**config.mk**
```make
export PLATFORM = sky130hd
export DESIGN_NAME = length_prefixed_frame_deframer_core
export DESIGN_NICKNAME = d
export VERILOG_FILES = /design/src/lpfd_pkg.sv /design/src/length_prefixed_frame_deframer_core.sv /design/src/lpfd_parser.sv /design/src/lpfd_out_buf.sv
export SDC_FILE = /design/constraint.sdc
export NUM_CORES = 1
export LEC_CHECK = 0
export BUFFER_PORTS_ARGS = -buffer_cell sky130_fd_sc_hd__buf_2
export CORE_AREA = 2 2 149 151
export CTS_CLUSTER_SIZE = 30
export DETAILED_ROUTE_END_ITERATION = 12
export DIE_AREA = 0 0 151 153
export PLACE_DENSITY = 0.76
export RECOVER_POWER = 50
export SLEW_MARGIN = 10
export SYNTH_ARGS = -nofsm -noshare
export SYNTH_HDL_FRONTEND = slang
export SYNTH_SLANG_ARGS = --single-unit
```
**constraint.sdc**
```tcl
create_clock -name i_clk -period 5.3 [get_ports i_clk]
set_clock_uncertainty 0.05 [all_clocks]
set_input_delay 0.265 -clock i_clk [delete_from_list [all_inputs] [get_ports i_clk]]
set_output_delay 0.265 -clock i_clk [all_outputs]
set_load 0.01 [all_outputs]
```
**src/lpfd_pkg.sv**
```systemverilog
// Shared types and constants for the length-prefixed frame deframer.
// No dependencies; imported by every module of the block.
`timescale 1ns / 1ps

package lpfd_pkg;

    // Frame layout
    localparam int unsigned HdrBytes     = 8;
    localparam int unsigned TrailerBytes = 2;
    localparam logic [31:0] MinFrameLen  = 32'd10;
    localparam logic [31:0] MaxLenReset  = 32'd65535;

    // Header byte index that completes the length field and the header
    localparam logic [2:0]  HdrLastLenIdx = 3'd3;
    localparam logic [2:0]  HdrLastIdx    = 3'(HdrBytes - 1);

    // Deframer phase
    typedef enum logic [1:0] {
        PH_HEADER  = 2'd0,
        PH_PAYLOAD = 2'd1,
        PH_TRAILER = 2'd2
    } t_phase;

    // One result request
    typedef struct packed {
        logic [7:0]  payload_byte;
        logic [31:0] message_type;
        logic        has_payload;
        logic        last_of_frame;
        logic        length_error;
    } t_result;

endpackage

```
**src/length_prefixed_frame_deframer_core.sv**
```systemverilog
// Results are registered: each is written into the output buffer at the edge that accepts its byte.
// Throughput: one byte per cycle while the input stall is low; the two-entry output
//   buffer takes a new byte while an earlier result is still held by the output stall.
// Input stall rises only when both buffer entries hold results.
// Reset (synchronous, active low) returns to header collection, empties the buffer
//   and sets the maximum frame length to 65535.
`timescale 1ns / 1ps

module length_prefixed_frame_deframer_core
    import lpfd_pkg::*;
(
    input  logic        i_clk,
    input  logic        i_rst_n,
    // configuration
    input  logic        i_cfg_wr_en,
    input  logic [31:0] i_cfg_wr_data,
    // byte input
    input  logic        i_in_valid,
    output logic        o_in_stall,
    input  logic [7:0]  i_data_byte,
    // result output
    output logic        o_out_valid,
    input  logic        i_out_stall,
    output logic [7:0]  o_payload_byte,
    output logic [31:0] o_message_type,
    output logic        o_has_payload,
    output logic        o_last_of_frame,
    output logic        o_length_error
);

    logic [31:0] r_max_len;
    logic        full;
    logic        fire;
    logic        res_valid;
    t_result     res;
    t_result     out_res;

    // Maximum frame length register
    always_ff @(posedge i_clk) begin
        if (!i_rst_n)
            r_max_len <= MaxLenReset;
        else if (i_cfg_wr_en)
            r_max_len <= i_cfg_wr_data;
    end

    assign o_in_stall = full;
    assign fire       = i_in_valid && !full;

    lpfd_parser u_parser (
        .i_clk       (i_clk),
        .i_rst_n     (i_rst_n),
        .i_fire      (fire),
        .i_data_byte (i_data_byte),
        .i_max_len   (r_max_len),
        .o_res_valid (res_valid),
        .o_res       (res)
    );

    lpfd_out_buf u_out_buf (
        .i_clk   (i_clk),
        .i_rst_n (i_rst_n),
        .i_push  (fire && res_valid),
        .i_res   (res),
        .i_stall (i_out_stall),
        .o_full  (full),
        .o_valid (o_out_valid),
        .o_res   (out_res)
    );

    assign o_payload_byte  = out_res.payload_byte;
    assign o_message_type  = out_res.message_type;
    assign o_has_payload   = out_res.has_payload;
    assign o_last_of_frame = out_res.last_of_frame;
    assign o_length_error  = out_res.length_error;

endmodule

```
**src/lpfd_parser.sv**
```systemverilog
// Byte-level frame parser: header collection, payload count, trailer skip.
// Depends on lpfd_pkg; feeds at most one result per accepted byte to lpfd_out_buf.
`timescale 1ns / 1ps

module lpfd_parser
    import lpfd_pkg::*;
(
    input  logic        i_clk,
    input  logic        i_rst_n,
    input  logic        i_fire,
    input  logic [7:0]  i_data_byte,
    input  logic [31:0] i_max_len,
    output logic        o_res_valid,
    output t_result     o_res
);

    t_phase      r_phase,  n_phase;
    logic [2:0]  r_hdr_cnt, n_hdr_cnt;
    logic [31:0] r_len,    n_len;
    logic [31:0] r_type,   n_type;
    logic [31:0] r_remain, n_remain;
    logic [31:0] dec_remain;

    assign dec_remain = r_remain - 32'd1;

    // Next state and result for the byte on the input
    always_comb begin
        n_phase     = r_phase;
        n_hdr_cnt   = r_hdr_cnt;
        n_len       = r_len;
        n_type      = r_type;
        n_remain    = r_remain;
        o_res_valid = 1'b0;
        o_res       = '{payload_byte: 8'd0, message_type: r_type, has_payload: 1'b0,
                        last_of_frame: 1'b0, length_error: 1'b0};
        unique case (r_phase)
            PH_PAYLOAD: begin
                n_remain                 = dec_remain;
                o_res_valid              = 1'b1;
                o_res.payload_byte       = i_data_byte;
                o_res.has_payload        = 1'b1;
                o_res.last_of_frame      = (dec_remain == 32'd0);
                if (dec_remain == 32'd0) begin
                    n_phase  = PH_TRAILER;
                    n_remain = 32'(TrailerBytes);
                end
            end
            PH_TRAILER: begin
                n_remain = dec_remain;
                if (dec_remain == 32'd0) begin
                    n_phase   = PH_HEADER;
                    n_hdr_cnt = 3'd0;
                    // empty frame marker
                    if (r_len == MinFrameLen) begin
                        o_res_valid         = 1'b1;
                        o_res.last_of_frame = 1'b1;
                    end
                end
            end
            default: begin
                // header collection; unused code lands here too
                n_phase = PH_HEADER;
                if (r_hdr_cnt <= HdrLastLenIdx)
                    n_len[{r_hdr_cnt[1:0], 3'b000} +: 8] = i_data_byte;
                else
                    n_type[{r_hdr_cnt[1:0], 3'b000} +: 8] = i_data_byte;
                if (r_hdr_cnt != HdrLastIdx) begin
                    n_hdr_cnt = r_hdr_cnt + 3'd1;
                end else begin
                    n_hdr_cnt          = 3'd0;
                    o_res.message_type = n_type;
                    if (r_len < MinFrameLen || r_len > i_max_len) begin
                        o_res_valid        = 1'b1;
                        o_res.length_error = 1'b1;
                    end else if (r_len == MinFrameLen) begin
                        n_phase  = PH_TRAILER;
                        n_remain = 32'(TrailerBytes);
                    end else begin
                        n_phase  = PH_PAYLOAD;
                        n_remain = r_len - MinFrameLen;
                    end
                end
            end
        endcase
    end

    // State registers advance only on an accepted byte
    always_ff @(posedge i_clk) begin
        if (!i_rst_n) begin
            r_phase   <= PH_HEADER;
            r_hdr_cnt <= 3'd0;
            r_len     <= 32'd0;
            r_type    <= 32'd0;
            r_remain  <= 32'd0;
        end else if (i_fire) begin
            r_phase   <= n_phase;
            r_hdr_cnt <= n_hdr_cnt;
            r_len     <= n_len;
            r_type    <= n_type;
            r_remain  <= n_remain;
        end
    end

    // Payload phase always has bytes left to deliver
    a_payload_nonzero: assert property (@(posedge i_clk) disable iff (!i_rst_n)
        r_phase == PH_PAYLOAD |-> r_remain != 32'd0)
        else $error("payload phase with zero bytes remaining");

    // An error result never carries data or a frame end
    a_err_clean: assert property (@(posedge i_clk) disable iff (!i_rst_n)
        (o_res_valid && o_res.length_error) |-> (!o_res.has_payload && !o_res.last_of_frame))
        else $error("length error result carries payload or last flag");

    // Trailer countdown never exceeds the trailer length
    a_trailer_cnt: assert property (@(posedge i_clk) disable iff (!i_rst_n)
        r_phase == PH_TRAILER |-> (r_remain != 32'd0 && r_remain <= 32'(TrailerBytes)))
        else $error("trailer counter out of range");

endmodule

```
**src/lpfd_out_buf.sv**
```systemverilog
// Two-entry result buffer that decouples parser from the output stall.
// Depends on lpfd_pkg for the result request type.
`timescale 1ns / 1ps

module lpfd_out_buf
    import lpfd_pkg::*;
(
    input  logic    i_clk,
    input  logic    i_rst_n,
    input  logic    i_push,
    input  t_result i_res,
    input  logic    i_stall,
    output logic    o_full,
    output logic    o_valid,
    output t_result o_res
);

    t_result    r_mem [2];
    logic       r_wptr, r_rptr;
    logic [1:0] r_count;
    logic       pop;

    assign o_valid = (r_count != 2'd0);
    assign o_full  = (r_count == 2'd2);
    assign pop     = o_valid && !i_stall;
    assign o_res   = r_mem[r_rptr];

    // Storage
    always_ff @(posedge i_clk) begin
        if (i_push)
            r_mem[r_wptr] <= i_res;
    end

    // Pointers and fill count
    always_ff @(posedge i_clk) begin
        if (!i_rst_n) begin
            r_wptr  <= 1'b0;
            r_rptr  <= 1'b0;
            r_count <= 2'd0;
        end else begin
            if (i_push)
                r_wptr <= ~r_wptr;
            if (pop)
                r_rptr <= ~r_rptr;
            r_count <= r_count + {1'b0, i_push} - {1'b0, pop};
        end
    end

endmodule

```
======== Word-level counts from Yosys, hierarchy flattened ========
Memory sizes are Yosys's and may differ from the RTL's. A register that Yosys moved wholly into a read port is not among the register bits.
Index checks and enable logic that the tools add are counted.
word-level totals
  register bits ........................... 137
  RAM bits ................................ 86
  output and inout bits ................... 45
  word-level logic and storage cells ...... 80
  memories kept ........................... 1
memories
  memory           words  bits a word  read ports  clocked after Yosys merged registers in  write ports  RTL line            text
  u_out_buf.r_mem  2      43           1           1                                        1            lpfd_out_buf.sv:18  t_result r_mem [2];
operators by class
  add/sub/neg operators ................... 6
  magnitude comparators ................... 3
  equality and inequality tests ........... 9
  shifts and indexed selects .............. 2
  muxes and demuxes ....................... 32
  bitwise logic cells ..................... 4
  reductions and logical operators ........ 14
operators by type and width
  cell                      number
  $mux W32                  7
  $bwmux W32                2
  $pmux W32 S2              1
  $eq A32 B4 Y1 const B     1
  $gt A32 B32 Y1            1
  $logic_not A32 Y1         1
  $lt A32 B4 Y1 const B     1
  $shift A8 B7 Y32 const A  1
  $shiftx A8 B7 Y32         1
  $sub A32 B1 Y32 const B   1
  $sub A32 B4 Y32 const B   1
  $reduce_and A3 Y1         4
  $mux W1                   10
  $mux W2                   5
  $ne A3 B3 Y1 const B      3
  $mux W8                   1
  $neg A5 Y7                1
  $mux W3                   2
  $pmux W3 S2               1
  $eq A2 B2 Y1 const B      2
  $ne A2 B1 Y1 const B      2
  $not A1 Y1                4
  $pmux W1 S2               2
  $pmux W2 S2               1
  other kinds (11)          14

======== Depth between registers and ports, before layout ========
Gate-level depths: netlist (run 1).
  word-level depth ........................ 8
  mapped depth ............................ 18

======== Modules after synthesis ========
Synthesis (run 1) repeated with hierarchy kept, for this count alone.
unflattened totals
  cell total of the unflattened synthesis .. 1,238
  area total of the unflattened synthesis .. 11,753.8 um^2
by module, submodules not included
  module                               instances  cells an instance  area each (um^2)  seq. area each (um^2)
  lpfd_parser                          1          976                6,991.7           2,021.9
  lpfd_out_buf                         1          157                3,554.7           2,682.6
  length_prefixed_frame_deframer_core  1          105                1,207.4           640.6

======== Worst setup path after synthesis (run 1) ========
Ideal clock, no wire load.
  path kind ............................... reg2reg
  start ................................... register u_parser.r_remain[0]
  end ..................................... memory u_out_buf.r_mem[0][0] in the netlist's numbering (enable)
  data arrival time ....................... 4.809 ns
  data required time ...................... 4.807 ns
  slack ................................... -0.003 ns
  cell stages (with the launch flop) ...... 14
  path buffers ............................ 3
  clock period less this slack ............ 5.303 ns
  cells stage by stage .................... dfxtp_1 clkbuf_1 inv_1 ha_1 clkbuf_1 nor3b_2 nand4_1 buf_1 o31ai_4 nand3_1 nor4_1 nand4_1 o21a_1 nor2_1
on the way
  longest elaborated chain between the ends .. 7
ends and longest elaborated chain
  what                           RTL line                                   text
  start: declaration             lpfd_parser.sv:21                          logic [31:0] r_remain, n_remain;
  start signal: assignment       lpfd_parser.sv:100                         r_remain <= n_remain;
  $sub A32 B1 Y32                lpfd_parser.sv:24                          assign dec_remain = r_remain - 32'd1;
  $logic_not A32 Y1              lpfd_parser.sv:50                          if (dec_remain == 32'd0) begin
  $mux W1                        lpfd_parser.sv:50
  $pmux W1 S2                    lpfd_parser.sv:36                          unique case (r_phase)
  $logic_and A1 B1 Y1            length_prefixed_frame_deframer_core.sv:62  .i_push (fire && res_valid),
  $mux W1                        lpfd_out_buf.sv:30                         if (i_push)
  $mux W1 (implied by the code)  lpfd_out_buf.sv:31                         r_mem[r_wptr] <= i_res;
  end: declaration               lpfd_out_buf.sv:18
No other way between the ends.

======== Final worst setup path (run 1) ========
  start ................................... register u_parser.r_remain[0]
  end ..................................... register u_out_buf.r_count[1]
on the way
  longest elaborated chain between the ends .. 7
ends and longest elaborated chain
  what                    RTL line                                   text
  $sub A32 B1 Y32         lpfd_parser.sv:24
  $logic_not A32 Y1       lpfd_parser.sv:50
  $mux W1                 lpfd_parser.sv:50
  $pmux W1 S2             lpfd_parser.sv:36
  $logic_and A1 B1 Y1     length_prefixed_frame_deframer_core.sv:62
  $add A2 B1 Y2           lpfd_out_buf.sv:45                         r_count <= r_count + {1'b0, i_push} - {1'b0, pop};
  $sub A2 B1 Y2           lpfd_out_buf.sv:45
  end signal: assignment  lpfd_out_buf.sv:45
  end: declaration        lpfd_out_buf.sv:20                         logic [1:0] r_count;
No other way between the ends.
A chain may end at the register's enable or synchronous reset.

==> metrics.md, run 1 <==
| Metric | Value |
|---|---|
| Outcome | `complete, but fails checks` |
| Failing checks | `max-capacitance violations, max-slew violations` |
| Die Area | `around 23000 um2` |
| Final WL | `roughly 32 mm` |
| P_leak | `5.116 nW` |
| DP Area | `approximately 12000 um2` |
| Total grt overflow | `0` |
| Hold Path Cell Cnt | `4` |
| Yosys cell types | `75` |
| Final min period | `4710 ps` |
| Commonest cells after routing, fill and taps aside | `nor2_1 (209), dfxtp_1 (138), nand2_1 (132), a21oi_1 (98), edfxtp_1 (86)` |
| Hold_sp | `i_out_stall` |
| Pin count of the biggest net entering global routing | `74` |
| Drt via density | `~5.9` |
| First DRT Iteration DRCs | `1071` |
| Worst r2r path cells | `15` |
| PwrDens | `304.3 nW/um2` |
| Worst R2R Start | `u_parser.r_remain[0]$_SDFFE_PN0P_` |
| Post-synth top area share | `23.79%` |
| Syn avg cell area | `8.981 um2` |
| Number of synthesized flops with an enable pin | `between 80 and 90` |
| Core Footprint | `21490 um2` |
| Period utilisation layout | `88.86%` |
| Final setup fails | `0` |
| Area Growth Syn to Fin | `14.47%` |
| Comb power frac | `~14%` |
| Antenna cell count | `0` |
| Clock root buffer | `clkbuf_16` |
| Syn_nets | `1384` |
| Die extent in x | `151 um` |
| Initial Util | `54.05%` |
| # DRC | `0` |
| Main synth FF type | `dfxtp_1` |
| Flop-to-flop setup slack | `590 ps` |
| Sw Share | `between 20% and 30%` |
| Fmax | `212.3 MHz` |
| RR Endpoint | `u_out_buf.r_count[1]$_SDFF_PN0_` |
| First-pass GRT wire length | `50.00 mm` |
| P_sw | `1.064 mW` |
| # Post-CTS Setup Buffers | `0` |
| Vias in the first global route | `9226` |
| Critical setup path kind | `register to register` |
| TritonCTS Sinks | `~220` |
| Initial antenna violation count | `0` |
| Clk slew on worst S/H paths | `~70 ps` |
| Largest fanout on the critical path | `11` |
| Total CTS buffers | `23` |
| Final Wtd Congestion | `0.9865` |
| Crit path DAT | `4950 ps` |
| HPWL Detailed | `~23 mm` |
| Yosys top cell by area | `dfxtp_1` |
| Fraction of layout cells with a size suffix above 1 | `a little under an eighth` |
| Crit end category | `register` |
| Slew @ Worst Pin | `3299 ps` |
| Commonest non-fill, non-tap cell in the layout | `nor2_1` |
| Total GRT Usage | `27.46%` |
| IO Port Bufs | `89` |
| DRT Pass-1 Iters | `6` |
| Seq pwr share | `45.8%` |
| Max-cap violations | `4` |
| Post-synth ARST share | `0%` |
| Via count | `around 10k` |
| Seq cells post-synth | `between 200 and 250` |
| I/O pins | `90` |
| Hold_buf cts | `32` |
| Mapped cell area | `11610 um2` |
| CTS Buffer Depth | `3` |
| Average routed wire per standard cell | `about 19 um` |
| CTS tree | `built` |
| Max Slew Vio Count | `203` |
| Routed Antenna Nets | `0` |
| Clock power frac | `between 40% and 50%` |
| Post-Layout Cell Count | `1683` |
| Final Hold Viols | `0` |
| Mapped Cells | `1293` |
| Synth warn | `0` |
| Skew-Pair Late Insertion Delay | `520 ps` |
| H-Tree Level Count | `1` |
| Sequential area share after synthesis | `a little under half` |
| Post-CTS Resized | `0` |
| Synth top area cells | `dfxtp_1 (24%), edfxtp_1 (22%), nor2_1 (6.8%), ha_1 (5.0%), mux2_2 (4.4%)` |
| Unrepaired setup endpoints after global routing | `no` |
| Placed insts | `1609` |
| Site row count | `54` |
| Final net count | `1477` |
| Worst Hold Class | `input pin to register` |
| Int Pwr | `around 3 mW` |
| Peak VDD IR | `219.6 uV` |
| Design area | `13290 um2` |
| Worst slew margin | `-119.9%` |
| Die height | `between 150 and 200 um` |
| CP Launch Type | `register` |
| Crit path required time | `between 5000 and 6000 ps` |
-- worst max-delay path by stage --
| stage | start | endpoint | slack (ps) | depth (start not counted) |
|---|---|---|---|---|
| after floorplan | u_parser.r_remain[0]$_SDFFE_PN0P_ | u_out_buf.r_mem[0][0]$_DFFE_PP_ | -3 | 13 |
| after detailed placement | u_parser.r_remain[0]$_SDFFE_PN0P_ | u_out_buf.r_count[1]$_SDFF_PN0_ | 820 | 15 |
| after global placement | u_parser.r_remain[0]$_SDFFE_PN0P_ | u_out_buf.r_count[1]$_SDFF_PN0_ | 950 | 15 |
| after CTS | u_parser.r_remain[0]$_SDFFE_PN0P_ | u_out_buf.r_count[1]$_SDFF_PN0_ | 780 | 15 |
| final | u_parser.r_remain[0]$_SDFFE_PN0P_ | u_out_buf.r_count[1]$_SDFF_PN0_ | 590 | 15 |
| after global routing | u_parser.r_remain[0]$_SDFFE_PN0P_ | u_out_buf.r_count[1]$_SDFF_PN0_ | 300 | 15 |
-- power groups by stage --
stage	registers, mW	logic (mW)	clock network [mW]
2_1_floorplan	1.86	0.394	0
3_3_place_gp	1.89	0.525	0
5_1_grt	1.86	0.606	1.72
3_5_place_dp	1.89	0.530	0
4_1_cts	1.85	0.553	1.66
6_report	1.85	0.554	1.64
-- cells in the mapped netlist (all sizes together) (12+ instances only) --
cell type,instances
xnor2,19
or4,13
edfxtp,86
clkbuf,58
nor2,211
inv,52
xor2,15
nand4,20
mux2i,19
mux2,45
ha,46
dfxtp,138
nor3,32
nand2,132
o211ai,22
o21ai,67
or3,14
nor4,18
a21oi,98
nand3,24
nor2b,12
-- metal layers --
| metal | vias to the layer above | track usage, % | routed length, um |
|---|---|---|---|
| li1 | 4831 | - | - |
| met1 | 4636 | 39.05 | 14030 |
| met2 | 463 | 42.94 | 14510 |
| met3 | 71 | 4.537 | 2885 |
| met4 | 0 | 8.545 | 970 |
| met5 | - | 0 | 0 |
-- state kept, by name, indices dropped and copies added, names as in the netlist, named ones only --
signal and count:
u_out_buf.r_mem 86, r_max_len 32, u_parser.r_len 32, u_parser.r_remain 32, u_parser.r_type 32, u_parser.r_hdr_cnt 3
u_out_buf.r_count 2, u_parser.r_phase 2, u_out_buf.r_rptr 1, u_out_buf.r_wptr 1
-- through the flow --
stage	utilization (%)	total power [mW]	setup slack (ps)	hold WS, ps	setup TNS [ps]
after floorplan	-	2.249	-2.712	343.9	-233.2
after global placement	57.14	2.415	952.3	413.1	0
after CTS	62.17	4.067	782.1	129.1	0
after detailed placement	57.14	2.421	815.6	424.0	0
after global routing	61.87	4.190	300.2	145.0	0
final	61.87	4.045	590.2	144.2	0
-- worst max-delay path: stages, from the launching register on --
cell	delay, ps
dfxtp_1	410
inv_1	140
ha_1	380
nor3b_2	560
nand4_1	180
xnor2_1	200
or3_1	390
nor4_1	550
nand4_1	370
o21a_1	370
ha_1	310
inv_1	40
ha_1	170
xor2_1	160
xnor2_1	130
nor2_1	50
-- kinds of logic after synthesis --
group,count (synthesis),synth area share [%]
compound gates,275,14.84
xor+xnor,34,2.564
fa+ha+maj,46,4.956
buf+inv,121,4.202
flops,224,46.03
mux,64,6.002
simple gates,529,21.41
-- area by class of cell --
| class | count | area [um2] |
|---|---|---|
| Clock inverter | 13 | 131.4 |
| Timing Repair Buffer | 137 | 847.1 |
| Clock buffer | 29 | 629.4 |
| Fill cell | 1861 | 8193 |
| Multi-Input combinational cell | 948 | 5794 |
| Inverter | 52 | 195.2 |
| Sequential cell | 224 | 5345 |
| Tap cell | 280 | 350.3 |
(Power assumes the default switching activity.)
==> run 2: changes to the inputs <==
--- a/config.mk
+++ b/config.mk
@@ -10,7 +10,7 @@
 export CTS_CLUSTER_SIZE = 30
 export DETAILED_ROUTE_END_ITERATION = 12
 export DIE_AREA = 0 0 151 153
-export PLACE_DENSITY = 0.76
+export PLACE_DENSITY = 0.73
 export RECOVER_POWER = 50
 export SLEW_MARGIN = 10
 export SYNTH_ARGS = -nofsm -noshare
==> constraint.sdc (replaced) <==
create_clock -name i_clk -period 5 [get_ports i_clk]
set_clock_uncertainty 0.05 [all_clocks]
set_input_delay 0.25 -clock i_clk [delete_from_list [all_inputs] [get_ports i_clk]]
set_output_delay 0.25 -clock i_clk [all_outputs]
set_load 0.01 [all_outputs]
==> metrics.md, run 2 (synthesis gave the netlist of run 1 again) <==
| Metric | Value |
|---|---|
| Outcome | `complete, but fails checks` |
| Failing checks | `max-capacitance violations, max-slew violations` |
| Max-cap violations | `2` |
| Hold Path Cell Cnt | `4` |
| First DRT Iteration DRCs | `923` |
| Period utilisation layout | `88.91%` |
| Drt via density | `between 5 and 6` |
| Critical setup path kind | `register to register` |
| Clock root buffer | `clkbuf_16` |
| Final Hold Viols | `0` |
| CTS Buffer Depth | `3` |
| Hold_sp | `i_out_stall` |
| Area Growth Syn to Fin | `15.05%` |
| PwrDens | `320.3 nW/um2` |
| Flop-to-flop setup slack | `550 ps` |
| Worst path buffer plus inverter count | `2` |
| Fill cells | `~1.8k` |
| I/O pins | `90` |
| Commonest cells after routing, fill and taps aside | `nor2_1 (209), dfxtp_1 (138), nand2_1 (132), a21oi_1 (98), edfxtp_1 (86)` |
| Worst r2r path cells | `15` |
| Final min period | `roughly 4400 ps` |
| CTS tree | `built` |
| Largest fanout on the critical path | `11` |
| Peak VDD IR | `230.7 uV` |
| Total grt overflow | `0` |
| Initial Util | `54.05%` |
| # DRC | `0` |
| Worst Hold Class | `input pin to register` |
| Final net count | `1485` |
| Crit path required time | `~5300 ps` |
| Unrepaired setup endpoints after global routing | `no` |
| RR Endpoint | `u_out_buf.r_count[1]$_SDFF_PN0_` |
| Total CTS buffers | `24` |
| Largest register by flop count | `u_out_buf.r_mem` |
| Skew-Pair Late Insertion Delay | `520 ps` |
| Crit end category | `register` |
| Dpl ws | `approximately 670 ps` |
| FF/Latch Area | `5345 um2` |
| Final WL | `approximately 32 mm` |
| Die extent in x | `151 um` |
| Largest register FFs | `86` |
| Sw Share | `25.81%` |
| Slowest library cell on the worst path | `nor4_1` |
| Pin count of the biggest net entering global routing | `55` |
| Largest delay share family, worst path | `simple AND/OR/NAND/NOR gates` |
| DRT Pass-1 Iters | `5` |
| P_sw | `1.105 mW` |
| Final Wtd Congestion | `about 1` |
| IO Port Bufs | `a little under 90` |
| Clock power frac | `40.4%` |
| Clk slew on worst S/H paths | `60 ps` |
| Antenna cell count | `0` |
| First-pass GRT wire length | `about 50 mm` |
| Final setup TNS | `0 ps` |
| Final setup margin | `554.4 ps` |
| Crit path DAT | `4790 ps` |
| H-Tree Level Count | `1` |
| Via count | `around 9.9k` |
| Grt met3 use | `5.522%` |
| Max incr delay on CP | `550 ps` |
| Site row count | `54` |
| Total GRT Usage | `27.53%` |
| Routed Antenna Nets | `0` |
| Post-CTS Resized | `0` |
| Fraction of layout cells with a size suffix above 1 | `between 10% and 20%` |
| Worst R2R Start | `u_parser.r_remain[0]$_SDFFE_PN0P_` |
| TritonCTS Sinks | `224` |
| CP Launch Type | `register` |
| Seq pwr share | `45.9%` |
| Comb power frac | `13.7%` |
| Core Footprint | `21490 um2` |
| Int Pwr | `3.175 mW` |
| Average routed wire per standard cell | `18.98 um` |
| HPWL Detailed | `22.95 mm` |
| Die height | `~150 um` |
| Worst slew margin | `-55.95%` |
| Die Area | `between 20000 and 25000 um2` |
| CP dominant cell by count | `ha_1` |
| Max Slew Vio Count | `92` |
| Initial antenna violation count | `0` |
| Vias in the first global route | `9394` |
| Footprint of the multi-input gates | `5794 um2` |
| Commonest non-fill, non-tap cell in the layout | `nor2_1` |
| GR peak layer | `met2` |
| Fmax | `224.9 MHz` |
| Final setup fails | `0` |
| Met1 usage in global routing | `36.99%` |
| Worst-path cell chain | `inv_1 -> ha_1 -> nor3b_2 -> nand4_1 -> xnor2_1 -> or3_1 -> nor4_1 -> nand4_1 -> o21a_1 -> ha_1 -> inv_1 -> ha_1 -> xor2_1 -> xnor2_1 -> nor2_1` |
| Met2 usage | `44.03%` |
| Slew @ Worst Pin | `2339 ps` |
| P_leak | `5.162 nW` |
## run 2: cell count changes in the layout (fill, tap and decap cells not counted), sizes merged
cell / change
clkinvlp: +1
clkbuf: -3
buf: +11
clkinv: +2
inv: -2
## run 2: through the flow
| stage | total power [mW] | std cells | utilization [%] | hold WS (ps) | cell area, um2 |
|---|---|---|---|---|---|
| floorplan | 2.384 | 1293 | - | 328.9 | 11610 |
| global placement | 2.563 | 1616 | 57.38 | 412.7 | 12330 |
| detailed placement | 2.566 | 1616 | 57.38 | 421.3 | 12330 |
| CTS | 4.313 | 1692 | 62.44 | 100.1 | 13420 |
| global route | 4.456 | 1692 | 62.18 | 145.6 | 13360 |
| finish | 4.279 | 1692 | 62.18 | 107.7 | 13360 |
## run 2: how the worst max path moves through the flow
stage / from / endpoint / slack [ps] / cells past startpoint
floorplan: u_parser.r_remain[0]$_SDFFE_PN0P_ / u_out_buf.r_mem[0][0]$_DFFE_PP_ / -300 / 13
global placement: u_parser.r_remain[0]$_SDFFE_PN0P_ / u_out_buf.r_count[1]$_SDFF_PN0_ / 760 / 15
global route: u_parser.r_remain[0]$_SDFFE_PN0P_ / u_out_buf.r_count[1]$_SDFF_PN0_ / 210 / 16
CTS: u_parser.r_remain[0]$_SDFFE_PN0P_ / u_out_buf.r_count[1]$_SDFF_PN0_ / 610 / 15
finish: u_parser.r_remain[0]$_SDFFE_PN0P_ / u_out_buf.r_count[1]$_SDFF_PN0_ / 550 / 15
detailed placement: u_parser.r_remain[0]$_SDFFE_PN0P_ / u_out_buf.r_count[1]$_SDFF_PN0_ / 670 / 15
## run 2: cell type report
cell class / instances / area share (%)
repair buffers: 144 / 6.808
multi-input cells: 948 / 43.37
clock buffers: 30 / 4.823
clock inverters: 14 / 0.9084
flip-flops and latches: 224 / 40.01
well taps: 280 / 2.622
inverters: 52 / 1.461
## run 2: per-layer routing
metal / vias to the layer above / part of all wire [%]
met5: - / 0
met4: 0 / 3.7
met3: 76 / 8.2
met2: 421 / 45
met1: 4574 / 43
li1: 4824 / -
## run 2: worst min-delay path, delay by kind of cell
family | cells | cell delay (ps)
simple gates | 2 | 160
xor+xnor | 1 | 160
buf+inv | 1 | 70
## run 2: power by group through the flow
stage / Clock (mW) / Combinational [mW] / Sequential [mW]
2_1_floorplan: 0 / 0.417 / 1.97
3_3_place_gp: 0 / 0.559 / 2.00
3_5_place_dp: 0 / 0.561 / 2.01
4_1_cts: 1.76 / 0.584 / 1.97
5_1_grt: 1.84 / 0.639 / 1.97
6_report: 1.73 / 0.584 / 1.97
## run 2: timing repair
action,4_1_cts,5_1_grt
endpoints found under the hold margin,32,0
hold buffers,32,0
buffers inserted,0,0
==> run 3: changes to the inputs <==
--- a/config.mk
+++ b/config.mk
@@ -6,12 +6,13 @@
 export NUM_CORES = 1
 export LEC_CHECK = 0
 export BUFFER_PORTS_ARGS = -buffer_cell sky130_fd_sc_hd__buf_2
+export CAP_MARGIN = 40
 export CORE_AREA = 2 2 149 151
 export CTS_CLUSTER_SIZE = 30
 export DETAILED_ROUTE_END_ITERATION = 12
 export DIE_AREA = 0 0 151 153
-export PLACE_DENSITY = 0.73
-export RECOVER_POWER = 50
+export PLACE_DENSITY_LB_ADDON = 0.2
+export RECOVER_POWER = 100
 export SLEW_MARGIN = 10
 export SYNTH_ARGS = -nofsm -noshare
 export SYNTH_HDL_FRONTEND = slang
==> metrics.md, run 3 (synthesis gave the netlist of run 1 again) <==
| Metric | Value |
|---|---|
| Area Growth Syn to Fin | `14.57%` |
| # Post-CTS Setup Buffers | `0` |
| Unrepaired setup endpoints after global routing | `no` |
| Total CTS buffers | `24` |
| Critical setup path kind | `register to register` |
| FF/Latch Area | `5345 um2` |
| Die Area | `23100 um2` |
| Worst R2R Start | `u_parser.r_remain[0]$_SDFFE_PN0P_` |
| Final min period | `4416 ps` |
| # DRC | `0` |
| Total GRT Usage | `28.52%` |
| Largest fanout on the critical path | `11` |
| Peak VDD IR | `274.2 uV` |
| Max incr delay on CP | `500 ps` |
| Average routed wire per standard cell | `a little under 20 um` |
| Worst path buffer plus inverter count | `2` |
| HPWL Detailed | `around 24 mm` |
| Commonest cells after routing, fill and taps aside | `nor2_1 (209), dfxtp_1 (138), nand2_1 (132), a21oi_1 (98), edfxtp_1 (86)` |
| Worst-path cell chain | `inv_1 -> ha_1 -> nor3b_2 -> nand4_1 -> xnor2_1 -> or3_1 -> nor4_1 -> nand4_1 -> o21a_1 -> ha_1 -> inv_1 -> ha_1 -> xor2_1 -> xnor2_1 -> nor2_1` |
| Post-Layout Cell Count | `1694` |
| Crit path DAT | `approximately 4600 ps` |
| Final net count | `1487` |
| Hold_buf cts | `32` |
| PwrDens | `318.1 nW/um2` |
| Drt via density | `5.940` |
| Period utilisation layout | `88.32%` |
| Clock power frac | `39.6%` |
| Via count | `10.06k` |
| Failing checks | `max-capacitance violations, max-slew violations` |
| Crit end category | `register` |
| Core Footprint | `between 20000 and 25000 um2` |
| CP startpoint | `u_parser.r_remain[0]$_SDFFE_PN0P_` |
| I/O pins | `90` |
| Post-CTS Resized | `0` |
| P_sw | `around 1.1 mW` |
| Comb power frac | `14.5%` |
| Hold_sp | `i_out_stall` |
| Fraction of layout cells with a size suffix above 1 | `a little under an eighth` |
| Die height | `153 um` |
| CTS Buffer Depth | `3` |
| Crit path required time | `5230 ps` |
| P_leak | `5.133 nW` |
| Vias in the first global route | `9381` |
| CP Launch Type | `register` |
| First-pass GRT wire length | `slightly above 50 mm` |
| Worst Hold Class | `input pin to register` |
| Pin count of the biggest net entering global routing | `76` |
| Clk slew on worst S/H paths | `60 ps` |
| Commonest non-fill, non-tap cell in the layout | `nor2_1` |
| Int Pwr | `3.085 mW` |
| Initial Util | `54.05%` |
| Clock root buffer | `clkbuf_16` |
| Final Hold Viols | `0` |
| TritonCTS Sinks | `224` |
| First DRT Iteration DRCs | `881` |
| CP dominant cell by count | `ha_1` |
| Footprint of the multi-input gates | `5782 um2` |
| Outcome | `complete, but fails checks` |
| Fmax | `226.5 MHz` |
| Antenna cell count | `0` |
| Final Wtd Congestion | `between 0.9 and 1` |
| Largest register by flop count | `u_out_buf.r_mem` |
| Placed insts | `1618` |
| Skew-Pair Late Insertion Delay | `540 ps` |
| DRT Pass-1 Iters | `7` |
| Final WL | `~33 mm` |
| Sw Share | `27.10%` |
| Max Slew Vio Count | `~110` |
| H-Tree Level Count | `1` |
| Site row count | `54` |
| CTS tree | `built` |
| Fill cells | `1885` |
| Largest delay share family, worst path | `simple AND/OR/NAND/NOR gates` |
| Die extent in x | `151 um` |
| Slew @ Worst Pin | `3588 ps` |
| Slowest library cell on the worst path | `nor3b_2` |
| Design area | `13300 um2` |
| Max-cap violations | `2` |
| IO Port Bufs | `89` |
| Routed Antenna Nets | `0` |
| Largest register FFs | `86` |
| Seq pwr share | `45.9%` |
| Total grt overflow | `0` |
| Worst slew margin | `-139.2%` |
| Final setup fails | `0` |
| Initial antenna violation count | `0` |
| DP Area | `12370 um2` |
==> run 3: cell count changes in the layout (fill, tap and decap cells not counted), sizes merged <==
cell	delta
buf	-8
clkinv	-1
inv	+2
bufinv	-2
clkbuf	+12
clkinvlp	-1
==> run 3: power by group through the flow <==
stage / clock, mW / combinational (mW) / sequential [mW]
3_3_place_gp: 0 / 0.567 / 2.00
4_1_cts: 1.71 / 0.622 / 1.94
6_report: 1.67 / 0.615 / 1.94
3_5_place_dp: 0 / 0.599 / 1.98
5_1_grt: 1.78 / 0.677 / 1.95
2_1_floorplan: 0 / 0.417 / 1.97
==> run 3: final cells by class <==
type                       instances  area share (%)
clock buffer                      32           4.890
sequential                       224           40.18
inverter                          52           1.467
timing repair buffer             146           6.687
clock inverter                    12          0.6865
multi-input combinational        948           43.46
tap                              280           2.633
==> run 3: path summary, 6_finish.rpt <==
kind	end	slack [ps]	depth (start not counted)
setup / recovery	u_out_buf.r_count[1]$_SDFF_PN0_	580	15
setup reg to reg	u_out_buf.r_count[1]$_SDFF_PN0_	580	15
hold reg to reg	u_parser.r_type[20]$_SDFFE_PN0P_	440	2
hold / removal	u_out_buf.r_rptr$_SDFFE_PN0P_	80	4
==> run 3: routing by layer <==
| metal | wire length (um) | vias to the layer above | global-route usage [%] |
|---|---|---|---|
| li1 | - | 4839 | - |
| met1 | 14180 | 4748 | 39.35 |
| met2 | 14960 | 398 | 45.89 |
| met3 | 2881 | 77 | 4.657 |
| met4 | 1141 | 0 | 9.079 |
| met5 | 0 | - | 0 |
==> run 3: through the flow <==
| stage | utilization [%] | setup WS (ps) | hold WS [ps] | power, mW | TNS (ps) |
|---|---|---|---|---|---|
| floorplan | - | -302.7 | 328.9 | 2.384 | -26030 |
| global placement | 57.35 | 777.4 | 412.3 | 2.570 | 0 |
| detailed placement | 57.59 | 720.7 | 418.2 | 2.582 | 0 |
| CTS | 62.54 | 688.3 | 71.49 | 4.273 | 0 |
| global route | 61.92 | 212.8 | 114.1 | 4.401 | 0 |
| finish | 61.92 | 584.1 | 84.00 | 4.232 | 0 |
==> run 3: tightest hold or removal path, cell delays in order <==
cell and delay, ps:
buf_2 70, nor2b_1 70, xnor2_1 150, nor2_1 80
